File: config.mk
export PLATFORM = sky130hd
export DESIGN_NAME = rgbgm_div
export DESIGN_NICKNAME = d
export VERILOG_FILES = /design/src/rtl/rgbgm_div.sv
export SDC_FILE = /design/constraint.sdc
export NUM_CORES = 2
export LEC_CHECK = 0
export BUFFER_PORTS_ARGS = -buffer_cell sky130_fd_sc_hd__buf_4
export CAP_MARGIN = 20
export CORE_MARGIN = 2
export CORE_UTILIZATION = 35
export CTS_CLUSTER_DIAMETER = 100
export DETAILED_ROUTE_END_ITERATION = 10
export MAX_ROUTING_LAYER = met4
export RECOVER_POWER = 25
export SYNTH_ARGS = -nofsm -noshare
export SYNTH_HDL_FRONTEND = slang
export SYNTH_SLANG_ARGS = --single-unit
File: constraint.sdc
create_clock -name i_clk -period 9.2 [get_ports i_clk]
set_clock_uncertainty 0.2 [all_clocks]
set_input_delay 1.84 -clock i_clk [delete_from_list [all_inputs] [get_ports i_clk]]
set_output_delay 1.84 -clock i_clk [all_outputs]
set_load 0.005 [all_outputs]
File: src/rtl/rgbgm_div.sv
// Pipelined restoring divider, one quotient bit per stage.
`default_nettype none

module rgbgm_div #(
    parameter int NW = 48,
    parameter int DW = 15,
    parameter int QW = 33,
    parameter int SW = 8
) (
    input  wire logic          i_clk,
    input  wire logic          i_rst_n,
    input  wire logic          i_en,
    input  wire logic          i_valid,
    input  wire logic [NW-1:0] i_num,
    input  wire logic [DW-1:0] i_den,
    input  wire logic [SW-1:0] i_side,
    output logic               o_valid,
    output logic      [QW-1:0] o_quo,
    output logic      [SW-1:0] o_side
);

    // Numerator must stay below den * 2**QW.
    logic          r_vld  [QW];
    logic [NW-1:0] r_rem  [QW];
    logic [DW-1:0] r_den  [QW];
    logic [QW-1:0] r_quo  [QW];
    logic [SW-1:0] r_side [QW];

    for (genvar k = 0; k < QW; k++) begin : g_stage
        localparam int SH = QW - 1 - k;
        logic          w_vld_in;
        logic [NW-1:0] w_rem_in;
        logic [DW-1:0] w_den_in;
        logic [QW-1:0] w_quo_in;
        logic [SW-1:0] w_side_in;
        logic [NW-1:0] w_dsh;

        if (k == 0) begin : g_first
            assign w_vld_in  = i_valid;
            assign w_rem_in  = i_num;
            assign w_den_in  = i_den;
            assign w_quo_in  = '0;
            assign w_side_in = i_side;
        end else begin : g_next
            assign w_vld_in  = r_vld[k-1];
            assign w_rem_in  = r_rem[k-1];
            assign w_den_in  = r_den[k-1];
            assign w_quo_in  = r_quo[k-1];
            assign w_side_in = r_side[k-1];
        end

        assign w_dsh = NW'(w_den_in) << SH;

        always_ff @(posedge i_clk) begin
            if (!i_rst_n) begin
                r_vld[k] <= 1'b0;
            end else if (i_en) begin
                r_vld[k] <= w_vld_in;
            end
        end

        always_ff @(posedge i_clk) begin
            if (i_en) begin
                if (w_rem_in >= w_dsh) begin
                    r_rem[k] <= w_rem_in - w_dsh;
                    r_quo[k] <= w_quo_in | (QW'(1) << SH);
                end else begin
                    r_rem[k] <= w_rem_in;
                    r_quo[k] <= w_quo_in;
                end
                r_den[k]  <= w_den_in;
                r_side[k] <= w_side_in;
            end
        end
    end

    assign o_valid = r_vld[QW-1];
    assign o_quo   = r_quo[QW-1];
    assign o_side  = r_side[QW-1];

endmodule

`default_nettype wire

# Word level (Yosys, flattened, before mapping)
# Memory sizes are Yosys's and may differ from the RTL's.
# Index checks and enable logic that the tools add are counted.
# Widths: inputs -> output; s select.
dict set report word_totals {
  reg_bits 0
  ram_bits 3465
  inputBits 75
  wordCells 472
  n_memories 5
}
dict set report op_classes {
  add_sub_neg 33
  magnitude_cmp 33
  n_mux 302
  bitwise 99
}
# memory words width rd rd_ports_with_merged_regs write_ports line
set mem_list {}
lappend mem_list {r_rem 33 48 32 0 33 24} ;# logic [NW-1:0] r_rem [QW];
lappend mem_list {r_quo 33 33 33 0 33 26} ;# logic [QW-1:0] r_quo [QW];
lappend mem_list {r_den 33 15 32 0 33 25} ;# logic [DW-1:0] r_den [QW];
lappend mem_list {r_side 33 8 33 0 33 27} ;# logic [SW-1:0] r_side [QW];
lappend mem_list {r_vld 33 1 33 0 33 23} ;# logic r_vld [QW];
# operator n
set ops {}
lappend ops {{$mux 48} 33}
lappend ops {{$mux 33} 33}
lappend ops {{$mux 1} 236}
lappend ops {{$or 1x1->1} 99}
lappend ops {{$ge 48x15->1} 1}
lappend ops {{$ge 48x16->1} 1}
lappend ops {{$ge 48x17->1} 1}
lappend ops {{$ge 48x18->1} 1}
lappend ops {{$ge 48x19->1} 1}
lappend ops {{$ge 48x20->1} 1}
lappend ops {{$ge 48x21->1} 1}
lappend ops {{$ge 48x22->1} 1}
lappend ops {{$ge 48x23->1} 1}
lappend ops {{$ge 48x24->1} 1}
lappend ops {{$ge 48x25->1} 1}
lappend ops {{$ge 48x26->1} 1}
lappend ops {{$ge 48x27->1} 1}
lappend ops {{$ge 48x28->1} 1}
lappend ops {{$ge 48x29->1} 1}
lappend ops {{$ge 48x30->1} 1}
lappend ops {{$ge 48x31->1} 1}
lappend ops {{$ge 48x32->1} 1}
lappend ops {{$ge 48x33->1} 1}
lappend ops {{$ge 48x34->1} 1}
lappend ops {{46 further kinds} 46}

# Depth between registers and ports, before layout
# An unclocked memory read counts as a cell.
dict set report depth {
  depth_word 6
  depth_mapped 15
  ltp_nobuf 14
}

# Worst setup path before layout
# OpenSTA, ideal clock, no wires.
dict set report synth_path {
  kind {input port to flip-flop}
  from {input port i_en}
  to {memory r_quo[31][10], enable pin}
  arrival_time_ns 4.592
  required_time_ns 8.533
  path_slack_ns 3.941
  path_stages 3
  cell_sequence {clkbuf_1 clkbuf_1 clkbuf_1}
}
# element line
set synth_lines {}
lappend synth_lines {{start, declared} 12} ;# input wire logic i_en,
lappend synth_lines {{end, declared} 26}

==> flow_summary.yaml <==
run_status:
  status: "completed"
hold_path:
  worstHoldPathType: "reg -> reg"
clock_tree:
  cts_buffer_depth: 4
  cts_sinks: 2874
  post_cts_resized: 0
  ctsHoldBuffers: 0
  htree_levels: 5
  cts_tree: "yes"
  clockRootBuffer: "clkbuf_16"
  clk_latency_ns: 0.93
  cts_setup_buffers: 0
  clk_pin_slew_ns: 0.06
  cts_made_buffers: 317
global_routing:
  first_global_vias: 74995
  grt_max_degree: 239
  antenna_found_initial: 4
  grtUsageTotal: 0.1466
  gr-total-overflow: 0
  grt_pass1_wl_um: 424400
logic_synthesis:
  yosys.area.top_type_share: 0.6721
  syn-cell-area_mm2: 0.1284
  synth_nets: 10036
  yosysTopAreaCell: "edfxtp_1"
  synth_edf_count: 2873
  ys_seq_area_frac: 0.6723
  synth_common_cells: "2873 x edfxtp_1, 634 x inv_1, 602 x nor2_1, 567 x nand2_1, 506 x a21oi_1"
  yosysMostFrequentCell: "edfxtp_1"
  synthCells: 9434
  synth_seq_cells: 2874
  syn_area_per_cell_um2: 13.61
  synthTopCellsByArea: "edfxtp_1 67%, ha_1 4.8%, xor2_1 3.1%"
  yosysUniqueCellTypes: 85
  yosys_warnings: 0
  ys.flop_type: "edfxtp_1"
  async_flop_share: 0
drt:
  initialDrtViolationCount: 5976
  drt_wl_total_um: 270100
  remaining_drc_errors: 0
  ant_nets: 0
  num_vias: 74623
  drt_first_pass_iters: 5
  drt-vias-per-instance: 5.042
  post_drt_wl_per_cell_um: 18.25
setup_path:
  crit_type: "in -> reg"
  worst_path_most_repeated_cell: "buf_12"
  required_ns: 9.54
  endpoint_kind: "register"
  cp_slowest_stage_delay_ns: 0.79
  crit_path_top_delay_cell: "buf_4"
  cp.arrival_ns: 5.16
  critPathLaunchType: "input pin"
  crit_chain: "buf_16, buf_12, buf_4, buf_12"
  crit_fanout: 238
job:
  max_cap_viol_count: 0
sta:
  slew_viol_final: 0
  rsz0062_at_grt: "no"
  hold_viol_final: 0
  setup_viol: 0
  fin_tns_setup_ns: 0
  period_share: 0.5244
  max_freq_ghz: 0.2073
  fin_worst_hold_slack_ns: 0.2033
  worst_pin_slew_ns: 1.246
  fin_crit_ns: 4.825
  slew-limit-headroom: 0.1696
floorplanning:
  start_util: 0.3514
  fp.dieArea_mm2: 0.3716
  die_h_um: 609.6
  io_pins: 117
  die_w_um: 609.6
  coreArea_mm2: 0.3653
  rows: 222
placement:
  routabilityCongestion: 0.8846
  place_hpwl_um: 193800
  portBuffers: 116
  postPlaceCellArea_mm2: 0.1351
cells_and_area:
  layout.nets: 10339
  fin_area_mm2: 0.1455
  synthToLayoutAreaGrowth_pct: 13.34
  drive_gt1_frac: 0.08124
  n_fill_cell: 33519
power:
  p_leak_nw: 52.01
  peakVddDrop_mv: 0.1713
  pwr_density_cell_mw_per_mm2: 274.6
## worst paths after layout
path                                    start            end  slack (ns)  cells past startpoint
worst max-delay path                     i_en   r_rem[1][21]        4.38                      4
worst min-delay path            r_side[0][28]  r_side[0][36]        0.20                      0
worst max register to register   r_rem[22][9]  r_rem[23][35]        4.42                     13
worst min register to register  r_side[0][28]  r_side[0][36]        0.20                      0
## worst max-delay path, delay by kind of cell
kind / cells / cell delay [ns]
buffers and inverters: 4 / 2.48
## area by class of cell
type / count / area, um2 / area share
antenna: 2 / 5.005 / 0.00003440
timing repair buffer: 177 / 1536 / 0.01056
clock buffer: 379 / 8272 / 0.05686
clock inverter: 186 / 1956 / 0.01344
sequential: 2874 / 86290 / 0.5932
inverter: 635 / 2385 / 0.01639
tap: 4816 / 6026 / 0.04142
multi-input combinational: 5732 / 39010 / 0.2681
## sequential cells by signal, summed over array words and instances, names as in the netlist
signal,cells
r_quo,561
r_rem,1536
r_vld,33
r_side,264
r_den,480
## routing by layer
layer  global-route usage  vias up  part of all wire
met5                    -        -                 0
met3              0.01765      499             0.039
met2               0.2554     1576              0.51
li1                     -    35952                 -
met1               0.1762    36596              0.42
met4              0.04776        0             0.033
## metrics by stage
| step | std cells | power [mW] | util | setup WS, ns |
|---|---|---|---|---|
| after global placement | 14228 | 27.47 | 0.3699 | 3.505 |
| after floorplan | 9434 | 24.95 | - | 3.942 |
| after detailed placement | 14229 | 27.71 | 0.3700 | 3.378 |
| after CTS | 14794 | 40.38 | 0.3980 | 4.351 |
| after global routing | 14801 | 42.17 | 0.3983 | 4.162 |
| final | 14801 | 39.95 | 0.3983 | 4.375 |
## cells by family (layout without fill, tap and decap cells)
logic type | Yosys count | in the layout | synth area share
flip-flops | 2874 | 2874 | 0.6723
AND/OR/NAND/NOR | 2664 | 2664 | 0.1069
AO/OA/AOI/OAI | 1563 | 1563 | 0.07448
XOR/XNOR | 865 | 865 | 0.05902
buffers and inverters | 828 | 1377 | 0.02432
adder cells (fa/ha/maj) | 527 | 527 | 0.05324
multiplexers | 113 | 113 | 0.009787
other | 0 | 2 | 0
## cells in the final DEF, fill, tap and decap left out, types with 123 or more instances in the layout
master and count:
a21o_1 152, a21oi_1 506, buf_4 162, clkbuf_16 322, edfxtp_1 2873, ha_1 495, inv_1 633, nand2_1 567
nand2b_1 123, nand3_1 160, nor2_1 602, nor3_1 266, nor4_1 241, o21ai_0 450, xnor2_1 413, xor2_1 452
## report_power, final
group / switching (mW) / internal (mW)
sequential: 1.41 / 17.0
combinational: 5.22 / 3.86
clock: 5.22 / 7.25
total: 11.8 / 28.1
Note: power is estimated with default switching activity, not from simulation.
