## src/rtl/rgbgm_pkg.sv

```systemverilog
// Shared types and constants of the RGB gamut mapper.
`default_nettype none

package rgbgm_pkg;

    localparam int unsigned ADDR_W = 5;
    localparam int unsigned DATA_W = 32;

    localparam logic signed [15:0] ONE_Q12   = 16'sd4096;
    localparam logic signed [33:0] THIRD_Q12 = 34'sd1365;
    localparam logic signed [15:0] SAT_MAX   = 16'sh7FFF;
    localparam logic signed [15:0] SAT_MIN   = -16'sh8000;

    localparam logic CMD_CONSTRAIN = 1'b0;
    localparam logic CMD_LIMIT     = 1'b1;

    typedef enum logic [2:0] {
        REG_WHITE   = 3'd0,
        REG_COEF_R  = 3'd1,
        REG_COEF_G  = 3'd2,
        REG_COEF_B  = 3'd3,
        REG_METHOD  = 3'd4
    } t_reg_idx;

    typedef enum logic [1:0] {
        LIM_LUMA      = 2'd0,
        LIM_THIRD     = 2'd1,
        LIM_CLAMP     = 2'd2,
        LIM_THIRD_ALT = 2'd3
    } t_limit;

    localparam logic [14:0]        RST_WHITE  = 15'd4096;
    localparam logic signed [15:0] RST_COEF_R = 16'sd871;
    localparam logic signed [15:0] RST_COEF_G = 16'sd2929;
    localparam logic signed [15:0] RST_COEF_B = 16'sd296;

    typedef struct packed {
        logic               cmd;
        logic signed [15:0] red;
        logic signed [15:0] green;
        logic signed [15:0] blue;
        logic signed [15:0] pixel_luminance;
    } t_in_beat;

    typedef struct packed {
        logic signed [15:0] red_out;
        logic signed [15:0] green_out;
        logic signed [15:0] blue_out;
        logic               changed;
    } t_out_beat;

    typedef struct packed {
        logic [14:0]        white_luminance;
        logic signed [15:0] y_coef_red;
        logic signed [15:0] y_coef_green;
        logic signed [15:0] y_coef_blue;
        t_limit             limit_method;
    } t_cfg;

    // Pixel context carried alongside the grey-level divider.
    typedef struct packed {
        logic               cmd;
        logic               use_third;
        logic               byp;
        logic               changed;
        logic signed [15:0] byp_r;
        logic signed [15:0] byp_g;
        logic signed [15:0] byp_b;
        logic signed [15:0] ch_r;
        logic signed [15:0] ch_g;
        logic signed [15:0] ch_b;
        logic signed [15:0] mn;
        logic signed [15:0] mx;
    } t_sb1;

    // Result context carried alongside the channel dividers.
    typedef struct packed {
        logic               byp;
        logic               changed;
        logic signed [15:0] byp_r;
        logic signed [15:0] byp_g;
        logic signed [15:0] byp_b;
    } t_sb2;

    typedef struct packed {
        logic under;
        logic over;
    } t_lane;

endpackage

`default_nettype wire

```

## src/rtl/rgbgm_cfg.sv

```systemverilog
// APB register file of the RGB gamut mapper.
`default_nettype none

module rgbgm_cfg (
    input  wire logic                              i_clk,
    input  wire logic                              i_rst_n,
    input  wire logic                              psel,
    input  wire logic                              penable,
    input  wire logic                              pwrite,
    input  wire logic [rgbgm_pkg::ADDR_W-1:0]      paddr,
    input  wire logic [rgbgm_pkg::DATA_W-1:0]      pwdata,
    output logic      [rgbgm_pkg::DATA_W-1:0]      prdata,
    output logic                                   pready,
    output rgbgm_pkg::t_cfg                        o_cfg
);
    import rgbgm_pkg::*;

    t_cfg     r_cfg;
    t_reg_idx w_idx;

    assign w_idx  = t_reg_idx'(paddr[ADDR_W-1:2]);
    assign pready = 1'b1;
    assign o_cfg  = r_cfg;

    always_ff @(posedge i_clk) begin
        if (!i_rst_n) begin
            r_cfg.white_luminance <= RST_WHITE;
            r_cfg.y_coef_red      <= RST_COEF_R;
            r_cfg.y_coef_green    <= RST_COEF_G;
            r_cfg.y_coef_blue     <= RST_COEF_B;
            r_cfg.limit_method    <= LIM_LUMA;
        end else if (psel && penable && pwrite) begin
            unique case (w_idx)
                REG_WHITE:  r_cfg.white_luminance <= pwdata[14:0];
                REG_COEF_R: r_cfg.y_coef_red      <= pwdata[15:0];
                REG_COEF_G: r_cfg.y_coef_green    <= pwdata[15:0];
                REG_COEF_B: r_cfg.y_coef_blue     <= pwdata[15:0];
                REG_METHOD: r_cfg.limit_method    <= t_limit'(pwdata[1:0]);
                default: ;
            endcase
        end
    end

    always_comb begin
        prdata = '0;
        unique case (w_idx)
            REG_WHITE:  prdata = {17'b0, r_cfg.white_luminance};
            REG_COEF_R: prdata = {16'b0, r_cfg.y_coef_red};
            REG_COEF_G: prdata = {16'b0, r_cfg.y_coef_green};
            REG_COEF_B: prdata = {16'b0, r_cfg.y_coef_blue};
            REG_METHOD: prdata = {30'b0, r_cfg.limit_method};
            default:    prdata = '0;
        endcase
    end

endmodule

`default_nettype wire

```

## config.mk

```make
export PLATFORM = sky130hd
export DESIGN_NAME = rgbgm_cfg
export DESIGN_NICKNAME = d
export VERILOG_FILES = /design/src/rtl/rgbgm_pkg.sv /design/src/rtl/rgbgm_cfg.sv
export SDC_FILE = /design/constraint.sdc
export NUM_CORES = 1
export LEC_CHECK = 0
export BUFFER_PORTS_ARGS = -buffer_cell sky130_fd_sc_hd__buf_2
export CORE_MARGIN = 3
export CORE_UTILIZATION = 30
export DETAILED_ROUTE_END_ITERATION = 6
export GPL_TIMING_DRIVEN = 0
export HOLD_SLACK_MARGIN = 0.12
export PLACE_DENSITY_LB_ADDON = 0.3
export SLEW_MARGIN = 5
export SYNTH_ARGS = -nofsm -noshare
export SYNTH_HDL_FRONTEND = slang
export SYNTH_SLANG_ARGS = --single-unit
```

## constraint.sdc

```tcl
create_clock -name i_clk -period 1.6 [get_ports i_clk]
set_clock_uncertainty 0.2 [all_clocks]
set_input_delay 0.16 -clock i_clk [delete_from_list [all_inputs] [get_ports i_clk]]
set_output_delay 0.16 -clock i_clk [all_outputs]
set_load 0.01 [all_outputs]
```

* Word-level counts from Yosys, hierarchy flattened
Index checks and enable logic that the tools add are counted.
Cells by class: mux-type cells 1, eq/ne operators 4, reduce and logical (&&, ||, !) cells 8
Operators with widths (number):
- $pmux 16 s5 | 1
- $reduce_and 2->1 | 5
- $eq 3x2->1 const B | 2
- $eq 3x1->1 const B | 1
- $eq 3x3->1 const B | 1
- $logic_not 3->1 | 1
- $logic_and 1x1->1 | 2
Storage, ports and cells: flip-flop bits (word level) 65, input bits 42

* Longest topological paths before layout
Gate-level depths: netlist of the first run.
depth after elaboration 3, mapped depth 6

* Worst setup path before layout of the first run
No wires, ideal clock.
path type input to output, start in paddr[3] in the netlist's numbering, end out prdata[12] in the netlist's numbering, stages on the path 4, setup slack 100 ps, arrival time 1140 ps, buffers on the path 2, data required time 1240 ps, path through buf_6 -> buf_4 -> mux4_2 -> nor2b_1
Between the ends: longest elaborated chain between the ends 2
RTL lines:
- start, declared | line rgbgm_cfg.sv:10 | input wire logic [rgbgm_pkg::ADDR_W-1:0] paddr,
- $eq 3x3->1, or another cell as far along | line rgbgm_cfg.sv:46 | unique case (w_idx)
- $pmux 16 s5 (*) | line rgbgm_cfg.sv:46
- end, declared | line rgbgm_cfg.sv:12 | output logic [rgbgm_pkg::DATA_W-1:0] prdata,
Mark *: on every way between the ends. The rest lies on a longest branch, timed or not.

* Final worst setup path of the first run
start reg r_cfg, in the netlist o_cfg[43], end out prdata[9] in the netlist's numbering
Between the ends: longest elaborated chain between the ends 1
RTL lines:
- start, declared | line rgbgm_cfg.sv:18 | t_cfg r_cfg;
- $pmux 16 s5 | line rgbgm_cfg.sv:46
No other way between the ends.

==> results of run 1 <==
[power by group through the flow]
stage / registers, mW / clock network, mW / logic (mW)
global route: 1.64 / 1.31 / 0.509
global placement: 1.68 / 0 / 0.376
detailed placement: 1.68 / 0 / 0.380
floorplan: 1.68 / 0 / 0.234
CTS: 1.64 / 1.24 / 0.443
finish: 1.64 / 1.23 / 0.469
[kinds of logic (layout without fill, tap and decap cells)]
group,count (synthesis),in the layout,share of synthesized area [%]
other,2,17,0.2317
AOI/OAI and AO/OA,18,18,3.977
buffers and inverters,51,231,9.846
DFF,65,65,40.15
muxes,73,73,27.92
and+or+nand+nor,115,115,17.88
[worst max-delay path, stage by stage (launching register included)]
cell                      delay [ns]
sky130_fd_sc_hd__dfxtp_2        0.34
sky130_fd_sc_hd__mux4_2         0.46
sky130_fd_sc_hd__nor2b_4        0.15
sky130_fd_sc_hd__buf_6          0.13
[cell usage in the layout (no fill, tap or decap), types with 2 or more instances in the layout]
cell                            count
sky130_fd_sc_hd__buf_2            102
sky130_fd_sc_hd__nand2_1           67
sky130_fd_sc_hd__buf_4             58
sky130_fd_sc_hd__mux2i_1           57
sky130_fd_sc_hd__dfxtp_2           49
sky130_fd_sc_hd__dlygate4sd3_1     24
sky130_fd_sc_hd__nor2b_1           22
sky130_fd_sc_hd__conb_1            17
sky130_fd_sc_hd__dfxtp_1           16
sky130_fd_sc_hd__mux4_2            13
sky130_fd_sc_hd__buf_6             12
sky130_fd_sc_hd__clkbuf_8          10
sky130_fd_sc_hd__inv_1              8
sky130_fd_sc_hd__clkbuf_1           7
sky130_fd_sc_hd__nor2b_4            6
sky130_fd_sc_hd__o211ai_1           6
sky130_fd_sc_hd__clkbuf_2           4
sky130_fd_sc_hd__o21ai_0            4
sky130_fd_sc_hd__clkinv_2           4
sky130_fd_sc_hd__nor3_1             3
sky130_fd_sc_hd__nand4_1            3
sky130_fd_sc_hd__mux2_2             2
sky130_fd_sc_hd__nand3_1            2
sky130_fd_sc_hd__o211ai_2           2
sky130_fd_sc_hd__nand4b_1           2
[cell usage after synthesis, types with 2 or more instances]
master / instances / area [um^2]
sky130_fd_sc_hd__o211ai_2: 2 / 25.02
sky130_fd_sc_hd__conb_1: 2 / 7.510
sky130_fd_sc_hd__nor2b_1: 28 / 175.2
sky130_fd_sc_hd__dfxtp_1: 65 / 1301
sky130_fd_sc_hd__nand2_1: 67 / 251.5
sky130_fd_sc_hd__mux2i_1: 57 / 570.6
sky130_fd_sc_hd__nand4b_1: 2 / 17.52
sky130_fd_sc_hd__nand4_1: 3 / 18.77
sky130_fd_sc_hd__nand3_1: 2 / 10.01
sky130_fd_sc_hd__inv_1: 8 / 30.03
sky130_fd_sc_hd__nor3_1: 3 / 15.01
sky130_fd_sc_hd__o21ai_0: 4 / 20.02
sky130_fd_sc_hd__mux4_2: 11 / 247.7
sky130_fd_sc_hd__a21oi_1: 2 / 10.01
sky130_fd_sc_hd__mux2_2: 3 / 33.78
sky130_fd_sc_hd__o211ai_1: 6 / 45.04
sky130_fd_sc_hd__buf_2: 6 / 30.03
sky130_fd_sc_hd__clkbuf_1: 12 / 45.04
sky130_fd_sc_hd__buf_6: 4 / 45.04
sky130_fd_sc_hd__mux4_1: 2 / 52.55
sky130_fd_sc_hd__buf_4: 19 / 142.6
sky130_fd_sc_hd__nor2_1: 2 / 7.510
[final cells by class]
class                           instances  area, um^2
Fill cell                            1043        5573
Tap cell                              136       170.2
Sequential cell                        65        1363
Buffer                                 42       302.8
Timing Repair Buffer                  165        1081
Inverter                                9       36.28
Clock buffer                           11       141.4
Clock inverter                          4       20.02
Multi-Input combinational cell        223        1729
[repair_timing]
item	4_1_cts	5_1_grt
setup endpoints to repair	16	38
gates cloned	0	0
gates resized for setup	51	38
hold endpoints to repair	65	0
hold buffers	25	0
pin swaps	3	1
setup buffers	28	11
[per-stage QoR]
stage	worst slack, ns	power [mW]
finish	-0.1728	3.339
global route	-0.2140	3.459
CTS	-0.1945	3.321
detailed placement	-0.5238	2.058
global placement	-0.5143	2.053
floorplan	0.09979	1.916
[final timing paths]
check | endpoint | cells after the start | slack [ns] | startpoint
worst max-delay path | prdata[9] | 3 | -0.17 | o_cfg[43]$_SDFFE_PN1P_
worst min-delay path | o_cfg[36]$_SDFFE_PN1P_ | 4 | 0.09 | paddr[3]
worst max register to register | o_cfg[11]$_SDFFE_PN0P_ | 4 | 0.57 | o_cfg[11]$_SDFFE_PN0P_
worst min register to register | o_cfg[25]$_SDFFE_PN0P_ | 2 | 0.27 | o_cfg[25]$_SDFFE_PN0P_
[routing by layer]
layer  up-vias  track usage (%)  part of all wire (%)
met5         -                0                     0
met4         0            7.480                   1.7
met3        17            2.936                   7.0
met2       126            29.98                    47
met1      1454            24.27                    44
li1       1464                -                     -
==> qor.yml, run 1 <==
route.detailed.vias_per_inst: 4.673
clk_root_buffer_cell: "sky130_fd_sc_hd__clkbuf_8"
num_vias: 3061
largest_register_ffs: 65
final.hold.worst_slack_ns: 0.08894
fin_util_pct: 46.50
start_util_pct: 31.11
cts_max_path_buffers: 2
powerDensity_nw_per_um2: 689.3
synthesis.instances: 324
route.antenna.remaining_nets: 0
setup_viol: 15
synth.yosys.warnings: 0
critPathArrivalTime_ns: 1.41
crit_path_max_fanout: 2
finish.cell_count_without_fillers: 655
drcViolationCount: 0
internal-power_mw: 2.442
crit_path_end_kind: "output port"
area_of_the_mapped_netlist_um2: 3241
cts.htree.levels: 3
port_buffers: 102
die_width_um: 109.9
final.min_clock_period_ns: 1.773
post_dp_area_um2: 3978
sequential_to_total_area_share_from_yosys_stat_pct: 40.15
cts_inserted_buffers: 9
grt_pass1_vias: 2949
timing_worst_slew_pin_value_ns: 0.8016
power.ir.vdd_worst_mv: 0.3585
share_comb_of_total_power_pct: 14.1
cts.sink_count: 65
cell_rows: 37
cap_viol_max_count: 0
wirelength_um: 11260
grt-ovfl-total: 0
critical_path_required_ns: 1.24
pwr-share-clk_pct: 36.8
grt_setup_unrepaired: "true"
die_area_um2: 12080
syn_area_per_cell_um2: 10.00
setup_slack_ns: -0.1728
hpwlAfterDp_um: 7474
relSlewSlack_pct: 46.15
ios: 140
post-place-cells: 577
power_frac_seq_pct: 49.1
detailedRoute.firstIterationViolations: 148
tritoncts: "yes"
grt_use_total_pct: 18.43
fin_tns_setup_ns: -1.968
area_delta_synth_final_pct: 49.46
design.core.area_um2: 10420
startpoint_type: "register"
antenna_violations_before_repair: 0
worstSkewPairLatency_ns: 0.33
failed_checks: "negative setup slack"
gpl.final_weighted_congestion: 0.8163
leakage_nw: 2.401
number_of_register_bits_inferred_by_synthesis: 65
share_of_the_clock_period_used_by_the_worst_path_pct: 110.8
die_h_um: 109.9
finalInstanceArea_um2: 4843
grt_pass1_wl_um: 16170
layout.nets: 557
synth-edff-count: 0
num_antenna_cells: 0
number_of_max_slew_violations_in_the_final_report: 0
worstHoldPathType: "input pin to register"
outcome: "finished with violations"
synth.distinct_cells: 36
synth_top_flop_cell: "sky130_fd_sc_hd__dfxtp_1"
maxClockFrequency_mhz: 564.1
critical_path_class: "register to output port"
cts.reportedPaths.clkPinSlew_ns: 0.07
grt_max_degree: 11
final_layout_size_suffix_gt1_share_pct: 52.22
asyncSetResetFlopFracSynth_pct: 0
number_of_hold_violations_in_the_final_report: 0
drtPass1Iterations: 4
routed_wire_length_per_instance_um: 17.18
netSwitchingPower_mw: 0.8969
power_switching_share_pct: 26.86
Power figures use the tool's default switching activity.
==> run 2, diff against run 1 <==
- CORE_UTILIZATION: 30 -> 48
- clock period: 1.6 -> 1.95 ns (I/O delays scaled with it)
==> qor.yml, run 2 (synthesis results as in run 1) <==
hpwlAfterDp_um: 6629
area_delta_synth_final_pct: 35.75
start_util_pct: 50.17
timing_worst_slew_pin_value_ns: 0.8128
cap_viol_max_count: 0
critical_path_class: "input pin to register"
reg2reg_to: "o_cfg[5]$_SDFFE_PN1P_"
layout.nets: 520
route.detailed.vias_per_inst: 5.307
number_of_hold_violations_in_the_final_report: 0
timing.hold.worst.start: "pwrite"
leakage_nw: 2.199
share_of_the_clock_period_used_by_the_worst_path_pct: 96.49
grt_max_degree: 13
worst_hold_stages: 4
fin_util_pct: 68.11
worstHoldPathType: "input pin to register"
final_layout_size_suffix_gt1_share_pct: 35.20
relSlewSlack_pct: 45.40
cell_rows: 29
antenna_violations_before_repair: 0
die_width_um: 88.17
ios: 140
internal-power_mw: 2.253
depth_of_the_worst_register_to_register_path: 3
power_frac_seq_pct: 44.8
startpoint_type: "input pin"
cts.sink_count: 65
cts_inserted_buffers: 9
cts.reportedPaths.clkPinSlew_ns: 0.07
cts_max_path_buffers: 2
grt_pass1_wl_um: 14770
layout.cells.most_common: "sky130_fd_sc_hd__buf_2"
crit_path_end_kind: "register"
num_vias: 2972
crit_path_max_fanout: 10
drcViolationCount: 0
power.ir.vdd_worst_mv: 0.5343
rrSetupSlack_ns: 0.55
finish.cell_count_without_fillers: 560
drtPass1Iterations: 5
cts.htree.levels: 3
worstSkewPairLatency_ns: 0.34
outcome: "finished clean"
tritoncts: "yes"
die_area_um2: 7773
post_dp_area_um2: 3904
totalPowerFinal_mw: 3.001
num_antenna_cells: 0
finalInstanceArea_um2: 4399
setup_viol: 0
die_h_um: 88.17
grt_setup_unrepaired: "false"
power_switching_share_pct: 24.92
wirelength_um: 9722
critical_path_required_ns: 2.04
grt-ovfl-total: 0
critPathArrivalTime_ns: 1.97
routed_wire_length_per_instance_um: 17.36
final.min_clock_period_ns: 1.882
grt_use_total_pct: 25.56
grt_pass1_vias: 2941
netSwitchingPower_mw: 0.7480
gpl.final_weighted_congestion: 0.8365
maxClockFrequency_mhz: 531.5
port_buffers: 102
regToRegStartpoint: "o_cfg[5]$_SDFFE_PN1P_"
powerDensity_nw_per_um2: 682.3
design.core.area_um2: 6459
largest_register_ffs: 65
share_comb_of_total_power_pct: 11.3
final.hold.worst_slack_ns: 0.1270
most-common-layout-cells: "sky130_fd_sc_hd__buf_2, sky130_fd_sc_hd__nand2_1, sky130_fd_sc_hd__dfxtp_1"
post-place-cells: 518
endpoint_worst_hold: "o_cfg[10]$_SDFFE_PN1P_"
route.antenna.remaining_nets: 0
pwr-share-clk_pct: 43.8
number_of_max_slew_violations_in_the_final_report: 0
clk_root_buffer_cell: "sky130_fd_sc_hd__clkbuf_8"
detailedRoute.firstIterationViolations: 320
[run 2: layout make-up]
cell class,instances,area [um^2]
buffer,42,287.8
clock buffer,10,137.6
clock inverter,6,90.09
fill,521,2059
inverter,9,36.28
multi-input combinational,223,1677
sequential,65,1301
tap,77,96.34
timing repair buffer,128,773.2
[run 2: worst max-delay path: stages]
cell and delay, ns:
sky130_fd_sc_hd__buf_2 0.13, sky130_fd_sc_hd__and4b_1 0.26, sky130_fd_sc_hd__buf_6 0.14, sky130_fd_sc_hd__nand3_2 0.18
sky130_fd_sc_hd__clkbuf_4 0.30, sky130_fd_sc_hd__o211ai_1 0.19, sky130_fd_sc_hd__dlygate4sd3_1 0.57
[run 2: how the worst max path moves through the flow]
stage,start,slack [ns],endpoint,cells past startpoint
finish,paddr[4],0.07,o_cfg[5]$_SDFFE_PN1P_,7
global route,paddr[2],0.009,prdata[0],6
detailed placement,paddr[4],-0.15,prdata[0],5
CTS,penable,0.04,o_cfg[7]$_SDFFE_PN1P_,6
floorplan,paddr[3],0.38,prdata[12],4
global placement,paddr[4],-0.14,prdata[0],5
[run 2: power by group through the flow]
stage	combinational [mW]	clock (mW)	sequential, mW
floorplan	0.192	0	1.38
global placement	0.298	0	1.38
detailed placement	0.300	0	1.38
CTS	0.336	1.32	1.35
global route	0.369	1.39	1.35
finish	0.340	1.32	1.35
[run 2: what timing repair did]
action | CTS | global route
hold endpoints to repair | 65 | 0
gates resized for setup | 1 | 4
setup buffers | 0 | 0
endpoints found under the setup margin | 10 | 4
hold buffers | 26 | 0
[run 2: per-stage QoR]
step	TNS, ns	setup WS (ns)
5_1_grt	0	0.009175
2_1_floorplan	0	0.3798
3_3_place_gp	-0.8707	-0.1358
3_5_place_dp	-0.9708	-0.1492
6_report	0	0.06838
4_1_cts	0	0.04136
[run 2: metal layers]
metal,track usage (%),part of all wire (%),vias to the layer above
met5,0,0,-
met4,12.09,3.0,0
met3,5.080,9.2,25
met2,41.81,46,167
met1,32.32,42,1398
li1,-,-,1382
